### src/rtl/core/sdfd_pkg.sv
// Shared constants and types for the signed decimal fraction divider.
// No dependencies; used by every file in rtl/core.
`timescale 1ns / 1ps
package sdfd_pkg;

  localparam int unsigned MaxPlaces = 9;
  localparam logic [31:0] QMax      = 32'h7FFF_FFFF;
  localparam logic [31:0] DivLimit  = 32'h7FFF_FFFF / 32'd10;

  // Integer stage count: 33 quotient bits, one bit per stage.
  localparam int unsigned IntSteps  = 33;
  localparam int unsigned StageCnt  = IntSteps + MaxPlaces;

  typedef enum logic [1:0] {
    ST_OK       = 2'd0,
    ST_DIV_ZERO = 2'd1,
    ST_TOO_BIG  = 2'd2,
    ST_OVERFLOW = 2'd3
  } status_e;

  // Item state carried down the pipeline.
  typedef struct packed {
    logic [32:0] num;    // dividend bits still to shift in
    logic [28:0] den;    // divisor magnitude, below DivLimit
    logic [28:0] rem;    // partial remainder
    logic [32:0] quo;    // quotient magnitude, saturating at QMax + 1
    logic        ovf;
    logic        neg;
    logic [3:0]  places;
    status_e     status; // early status for zero or oversized divisor
  } item_t;

endpackage

### src/rtl/core/sdfd_int_step.sv
// One restoring-division stage for the integer part of the quotient.
// Depends on sdfd_pkg.
`timescale 1ns / 1ps
module sdfd_int_step (
  input  sdfd_pkg::item_t item_i,
  output sdfd_pkg::item_t item_o
);

  logic [29:0] trial;
  logic [29:0] diff;

  // Shift in the next dividend bit and try to subtract the divisor.
  always_comb begin
    item_o = item_i;
    trial  = {item_i.rem, item_i.num[32]};
    diff   = trial - {1'b0, item_i.den};
    item_o.num = {item_i.num[31:0], 1'b0};
    if (!diff[29]) begin
      item_o.rem = diff[28:0];
      item_o.quo = {item_i.quo[31:0], 1'b1};
    end else begin
      item_o.rem = trial[28:0];
      item_o.quo = {item_i.quo[31:0], 1'b0};
    end
  end

endmodule

### config.mk
export PLATFORM = sky130hd
export DESIGN_NAME = sdfd_int_step
export DESIGN_NICKNAME = d
export VERILOG_FILES = /design/src/rtl/core/sdfd_pkg.sv /design/src/rtl/core/sdfd_int_step.sv
export SDC_FILE = /design/constraint.sdc
export NUM_CORES = 1
export LEC_CHECK = 0
export ABC_CLOCK_PERIOD_IN_PS = 6200
export BUFFER_PORTS_ARGS = -buffer_cell sky130_fd_sc_hd__buf_4
export CAP_MARGIN = 5
export CORE_AREA = 2 2 102 104
export DETAILED_ROUTE_END_ITERATION = 10
export DIE_AREA = 0 0 104 106
export GPL_TIMING_DRIVEN = 1
export PLACE_DENSITY = 0.64
export RECOVER_POWER = 100
export SLEW_MARGIN = 20
export SYNTH_ARGS = -nofsm -noshare
export SYNTH_HDL_FRONTEND = slang
export SYNTH_SLANG_ARGS = --single-unit
### constraint.sdc
create_clock -name vclk -period 6.2
set_input_delay 1.86 -clock vclk [all_inputs]
set_output_delay 1.86 -clock vclk [all_outputs]
set_load 0.05 [all_outputs]
==> out/qor.yml <==
placement:
  port_buffers: 118
  place_area_um2: 3490
  place_inst: 562
  routabilityCongestion: 0.808
  dpl.hpwl_mm: 6.17
route:
  viasPerCell: 4.71
  drc: 0
  routedWlPerCell_um: 14.2
  dr.pass1.iters: 4
  routed_wl_mm: 8.10
  first_iter_violations: 56
  antenna_left: 0
  dr_total_vias: 2692
clocking:
  cts_hold_buffers: 0
logic_synthesis:
  yosysMostFrequentCell: "buf_4"
  syn-cell-area_um2: 2880
  synthCells: 377
  yosysWarnings: 0
  synth_area_leader_cell: "buf_4"
  netlist.area_leader.share_pct: 26.6
  synth_area_leaders: "buf_4 (27%), ha_1 (13%), mux2_4 (12%)"
  synth_cell_type_count: 47
  ys_seq_area_share_pct: 0
  synthTopCellsByCount: "buf_4 (102), inv_1 (39), ha_1 (29)"
  avgSynthCellArea_um2: 7.64
  synth_nets: 539
sta:
  finalHoldViolCount: 0
  post-route-period-util_pct: 99.2
  fmax_ghz: 0.163
  rsz0062_at_grt: "true"
  slew_violations: 0
  relSlewSlack_pct: 58.9
  min_period_ns: 6.15
  setup_violations: 0
  tns_ns: 0
  worst_slew_pin_slew_ns: 0.619
grt:
  grt_pass1_wl_mm: 12.2
  antenna_found_initial: 0
  grt_overflow: 0
  grt_max_degree: 14
  grt_usage_pct: 12.8
  grt_pass1_vias: 2624
pwr:
  vdd_drop_max_v: 0.0000940
  finalPower_w: 0.000750
  p_leak_nw: 1.92
  cellPowerDensity_nw_per_um2: 189
cells_and_area:
  stdcell_area_um2: 3960
  fin_util_pct: 39.6
  fin_cells: 572
  clock_buffers: 0
  fin_nets: 600
  nFlopsAndLatches: 0
  layout-drive-gt1-share_pct: 51.6
  num_antenna_cells: 0
  syn_to_final_growth_pct: 37.6
  seqCellArea_um2: 0
setup_path:
  cp_slowest_cell: "fa_2"
  cp.arrival_ns: 4.29
  crit_start: "item_i[131]"
  endpoint_kind: "output pin"
  required_ns: 4.34
  cp-start-kind: "input pin"
  path_cells: "buf_4 > inv_2 > ha_2 > inv_1 > fa_2 > a21o_1 > a221o_1 > nand3_2 > a211oi_4 > o31ai_2 > nand2_1 > xor2_1 > mux2_4 > buf_6"
  path_delay_family: "compound AO/OA/AOI/OAI gates"
  critical_path_class: "input pin to output pin"
  critPathMaxFanout: 2
  slowest_delay_ns: 0.34
  critPathBufInv: 4
job:
  maxCapViolations: 0
die:
  rows: 37
  die_w_um: 104
  dieHeight_um: 106
  start_util_pct: 28.8
  coreArea_um2: 10000
  io_pins: 264
  die_area_um2: 11000
outcome:
  run_status: "completed"
hold_path:
  hp-start: "item_i[102]"
  hold_depth: 0
  holdPathEnd: "item_o[103]"
  hold_class: "input pin to output pin"
-- final cells by class --
type	instances	area, um^2
Inverter	39	154
Fill cell	1038	6040
Timing Repair Buffer	171	1410
Multi-Input combinational cell	226	2230
Tap cell	136	170
-- power breakdown --
group | internal [W] | switching (W)
Sequential | 0 | 0
Combinational | 0.000339 | 0.000411
Clock | 0 | 0
Total | 0.000339 | 0.000411
-- per-stage QoR --
stage	setup WS [ns]	hold slack (ns)
final	0.0478	3.72
after global routing	-0.0758	3.72
after CTS	-0.0288	3.72
after detailed placement	-0.160	3.72
after global placement	-0.168	3.72
after floorplan	-0.0845	3.89
-- per-layer routing --
metal | vias to the layer above | global-route usage [%] | wire, um
li1 | 1306 | - | -
met2 | 116 | 23.1 | 4080
met1 | 1232 | 15.4 | 3190
met4 | 0 | 4.92 | 318
met3 | 38 | 1.78 | 517
met5 | - | 0 | 0
-- worst max path at each step --
stage / slack (ns) / endpoint / depth (start not counted)
after floorplan: -0.08 / item_o[41] / 12
after global placement: -0.17 / item_o[63] / 14
after detailed placement: -0.16 / item_o[63] / 14
after CTS: -0.03 / item_o[63] / 14
after global routing: -0.08 / item_o[53] / 15
final: 0.05 / item_o[63] / 14
-- cells by family after synthesis --
family                   share of synthesized area (%)
XOR/XNOR                                          8.78
AND/OR/NAND/NOR                                   11.0
adder cells (fa/ha/maj)                           13.3
buffers and inverters                             34.0
AO/OA/AOI/OAI                                     19.0
other                                            0.130
multiplexers                                      13.7
-- what timing repair did --
| action | 4_1_cts | 5_1_grt |
|---|---|---|
| resized for setup | 17 | 77 |
| pin swaps | 7 | 14 |
| buffers inserted | 2 | 5 |
| setup endpoints to repair | 29 | 29 |
| gates cloned | 1 | 2 |
-- placed cells by master (no fill, tap or decap), drive strengths merged, types with 2 or more instances in the layout --
cell type	instances
buf	140
inv	39
clkbuf	31
ha	29
a21oi	24
mux2	23
xnor2	16
a21o	15
nand2	14
xor2	12
nor2	11
o21ai	10
nand3	8
nand4	6
and3	6
mux2i	5
nand2b	4
o22ai	4
nor3	4
o211ai	3
or3	3
a31oi	3
o21a	2
o211a	2
or2	2
o2111ai	2
a211oi	2
o31ai	2
o221ai	2
(Power assumes the default switching activity.)
