`config.mk`:
```
export PLATFORM = sky130hd
export DESIGN_NAME = sdfd_dec_step
export DESIGN_NICKNAME = d
export VERILOG_FILES = /design/src/rtl/core/sdfd_pkg.sv /design/src/rtl/core/sdfd_dec_step.sv
export SDC_FILE = /design/constraint.sdc
export NUM_CORES = 1
export LEC_CHECK = 0
export ABC_CLOCK_PERIOD_IN_PS = 11900
export BUFFER_PORTS_ARGS = -buffer_cell sky130_fd_sc_hd__buf_2
export CAP_MARGIN = 40
export CELL_PAD_IN_SITES_DETAIL_PLACEMENT = 1
export CELL_PAD_IN_SITES_GLOBAL_PLACEMENT = 1
export CORE_ASPECT_RATIO = 0.8
export CORE_MARGIN = 2
export CORE_UTILIZATION = 46
export DETAILED_ROUTE_END_ITERATION = 7
export PLACE_DENSITY = 0.86
export SLEW_MARGIN = 25
export SYNTH_ARGS = -nofsm -noshare
export SYNTH_HDL_FRONTEND = slang
export SYNTH_SLANG_ARGS = --single-unit
```
`constraint.sdc`:
```
create_clock -name vclk -period 11.9
set_input_delay 1.19 -clock vclk [all_inputs]
set_output_delay 1.19 -clock vclk [all_outputs]
set_load 0.01 [all_outputs]
```
`src/rtl/core/sdfd_pkg.sv`:
```
// Shared constants and types for the signed decimal fraction divider.
// No dependencies; used by every file in rtl/core.
`timescale 1ns / 1ps
package sdfd_pkg;

  localparam int unsigned MaxPlaces = 9;
  localparam logic [31:0] QMax      = 32'h7FFF_FFFF;
  localparam logic [31:0] DivLimit  = 32'h7FFF_FFFF / 32'd10;

  // Integer stage count: 33 quotient bits, one bit per stage.
  localparam int unsigned IntSteps  = 33;
  localparam int unsigned StageCnt  = IntSteps + MaxPlaces;

  typedef enum logic [1:0] {
    ST_OK       = 2'd0,
    ST_DIV_ZERO = 2'd1,
    ST_TOO_BIG  = 2'd2,
    ST_OVERFLOW = 2'd3
  } status_e;

  // Item state carried down the pipeline.
  typedef struct packed {
    logic [32:0] num;    // dividend bits still to shift in
    logic [28:0] den;    // divisor magnitude, below DivLimit
    logic [28:0] rem;    // partial remainder
    logic [32:0] quo;    // quotient magnitude, saturating at QMax + 1
    logic        ovf;
    logic        neg;
    logic [3:0]  places;
    status_e     status; // early status for zero or oversized divisor
  } item_t;

endpackage

```
`src/rtl/core/sdfd_dec_step.sv`:
```
// One decimal digit stage: ten times the remainder divided by the divisor.
// Depends on sdfd_pkg. Digit found by a compare against nine multiples.
`timescale 1ns / 1ps
module sdfd_dec_step (
  input  logic [3:0]      place_idx_i,
  input  sdfd_pkg::item_t item_i,
  output sdfd_pkg::item_t item_o
);

  logic [32:0] t;
  logic [32:0] mult;
  logic [3:0]  digit;
  logic [36:0] qx;

  // Pick the largest multiple of the divisor that fits, then scale quotient.
  always_comb begin
    item_o = item_i;
    t      = {1'b0, item_i.rem, 3'b000} + {3'b000, item_i.rem, 1'b0};
    digit  = 4'd0;
    mult   = 33'd0;
    for (int k = 1; k < 10; k++) begin
      if (t >= 33'(k) * {4'd0, item_i.den}) begin
        digit = 4'(k);
        mult  = 33'(k) * {4'd0, item_i.den};
      end
    end
    qx = {1'b0, item_i.quo, 3'b000} + {3'b000, item_i.quo, 1'b0} + {33'd0, digit};
    if (place_idx_i < item_i.places) begin
      item_o.rem = 29'(t - mult);
      if (qx > {5'd0, sdfd_pkg::QMax}) begin
        item_o.ovf = 1'b1;
        item_o.quo = {1'b0, sdfd_pkg::QMax} + 33'd1;
      end else begin
        item_o.quo = qx[32:0];
      end
    end
  end

endmodule

```
==> metrics.md <==
| Metric | Value |
|---|---|
| CP arrival | 10.35 ns |
| Fraction of post-synthesis cell area in the top cell type by area | 33.1% |
| Die area | 46400 um^2 |
| All-layer global routing usage | 33.3% |
| IO Port Bufs | 196 |
| Final non-filler cell area | 22900 um^2 |
| Hold EP | item_o[116] |
| Cell class contributing the biggest share of worst-path delay | compound AO/OA/AOI/OAI gates |
| Num rows | 69 |
| Required time worst endpoint | 10.71 ns |
| Max-cap viol count | 0 |
| Number of nets produced by synthesis | 3420 |
| Growth of design area from synthesis to finish | 11.5% |
| Startpoint kind of the worst setup timing path | primary input |
| Die outline width | 240 um |
| Hold path depth | 0 |
| Sequential fraction of the synthesis area | 0% |
| Number of nets in the finished design | 3603 |
| Slowest Stage Delay on Critical Path | 0.49 ns |
| Count of synthesis-stage warnings from yosys | 0 |
| Mean cell area of the mapped netlist | 7.60 um^2 |
| Share of the clock period used by the worst path | 97.0% |
| Final period demand of the worst path | 11.54 ns |
| Quantity of hold-fixing buffers added after cts | 0 |
| Outcome | finished, final reports clean |
| Distinct cell type count after synthesis | 98 |
| Starting utilization of the core area | 46.4% |
| Average routed wire per standard cell | 23.2 um |
| Clock buf count | 0 |
| Post-Synthesis Cell Area | 20500 um^2 |
| Kind of end point of the critical path | output port |
| Post-detailed-route DRC marker count | 0 |
| Placeable core region | 44300 um^2 |
| Transition time at the pin with the least slew margin | 0.912 ns |
| Placer Congestion | 0.981 |
| Layout cell share with drive strength beyond 1 | 15.9% |
| Buffer and inverter count on the worst path | 9 |
| Via density per instance | 6.43 |
| Worst-case headroom to the max-slew limit | 38.6% |
| Number of standard cells in the final layout excluding fillers | 3489 |
| Initial drt markers | 1440 |
| Post-Synthesis Cells | 2704 |
| Pin count of the biggest net entering global routing | 75 |
| Top-Level Pins | 268 |
| WS Path Type | primary input to output port |
| Wire length of the first global-routing pass | 124000 um |
| Final slew viol count | 0 |
| Synth area leader | ha_1 |
| Setup-violating endpoint count in the final report | 0 |
| Largest fanout of any net on the critical path | 31 |
| Hold wc startpoint | item_i[116] |
| Number of global-route vias before repair | 22300 |
| Die Y-Extent | 193 um |
| Cell at the slowest stage of the critical path | fa_1 |
| Count of fill cells added during filler insertion | 5661 |
| Hold violation total from the final report | 0 |
| Placed instance area | 22300 um^2 |
| Flip-flop and latch count | 0 |
| Instance count after placement with tap cells included | 3473 |
| Final ANT Viol Nets | 0 |
| Area taken by flip-flops and latches | 0 um^2 |
| Detailed-routing iteration count for the pre-antenna-repair pass | 5 |
| Maximum operating frequency | 0.0866 GHz |
| Dominant cells by area after synthesis | ha_1 33%, a21oi_1 5.7%, a21o_1 5.0%, nand2_1 4.1%, o21ai_0 4.0% |
| Via count | 22400 |
| Total congestion overflow | 0 |
| Post-detail-place hpwl | 68400 um |
| Hold WC Path Type | primary input to output port |
| Antenna violations before repair | 1 |
| Routed WL | 80900 um |
-- layer usage --
| metal | vias to the layer above | GRT usage (%) | part of all wire, % |
|---|---|---|---|
| met5 | - | 0 | 0.051 |
| met4 | 6 | 10.5 | 3.6 |
| met3 | 194 | 3.03 | 5.8 |
| met2 | 775 | 55.6 | 45 |
| met1 | 10900 | 45.4 | 46 |
| li1 | 10600 | - | - |
-- repair_timing --
action	in CTS	in global routing
resized for setup	17	96
gates cloned	0	0
buffers inserted	1	14
pin swaps	2	28
setup endpoints to repair	32	36
-- worst max-delay path by stage --
stage	end	from	cells after the start
after floorplan	item_o[32]	item_i[71]	47
after global routing	item_o[27]	item_i[73]	45
after detailed placement	item_o[12]	item_i[74]	45
after global placement	item_o[69]	item_i[71]	42
after CTS	item_o[12]	item_i[72]	48
final	item_o[69]	item_i[42]	41
-- cell usage after synthesis, types with 13 or more instances --
cell type and count:
ha_1 544, a21oi_1 233, nand2_1 227, nor2_1 170, o21ai_0 163, a21o_1 137
inv_1 118, xnor2_1 90, xor2_1 72, buf_4 70, nand3_1 59, nor3_1 56
nand4_1 48, o31ai_1 42, clkbuf_1 41, mux2i_1 40, a211oi_1 36, fa_1 36
a31oi_1 35, o21bai_1 34, o21a_1 33, o211ai_1 32, nand2b_1 31, nor2b_1 28
a211o_1 26, buf_2 18, and3_1 16, and4_1 16, a221o_1 14, mux2_2 14
or2_2 14, a22oi_1 13
-- cell usage in the layout, fill, tap and decap left out, drive strengths merged, types with 11 or more instances in the layout --
cell     count
a211o       27
a211oi      40
a21o       137
a21oi      236
a221o       14
a22oi       13
a31oi       35
and3        16
and4        16
buf        307
fa          36
ha         544
inv        121
mux2        14
mux2i       40
nand2      227
nand2b      31
nand3       61
nand4       48
nor2       171
nor2b       28
nor3        56
o2111ai     14
o211ai      33
o21a        34
o21ai      174
o21bai      34
o221ai      11
o31ai       44
or2         17
xnor2       90
xor2        72
-- stage by stage --
stage	setup WS [ns]	hold slack, ns	TNS (ns)	utilization [%]
floorplan	1.07	2.47	0	-
global placement	-0.00706	2.38	-0.00706	50.3
detailed placement	-0.265	2.38	-4.64	50.4
CTS	0.0186	2.38	0	50.5
global route	-0.104	2.38	-1.13	51.7
finish	0.356	2.38	0	51.7
-- cells by family after synthesis --
kind of cell	after synthesis	share of synthesized area [%]
adder cells (fa/ha/maj)	583	36.8
AND/OR/NAND/NOR	715	16.7
multiplexers	54	2.72
AO/OA/AOI/OAI	937	30.8
XOR/XNOR	162	6.91
buffers and inverters	253	6.05
-- layout make-up --
class	count	area, um^2	share of cell area [%]
inverter	121	454	1.98
antenna	1	2.50	0.0109
tap	603	754	3.29
multi-input combinational	2451	19800	86.3
timing repair buffer	313	1920	8.38
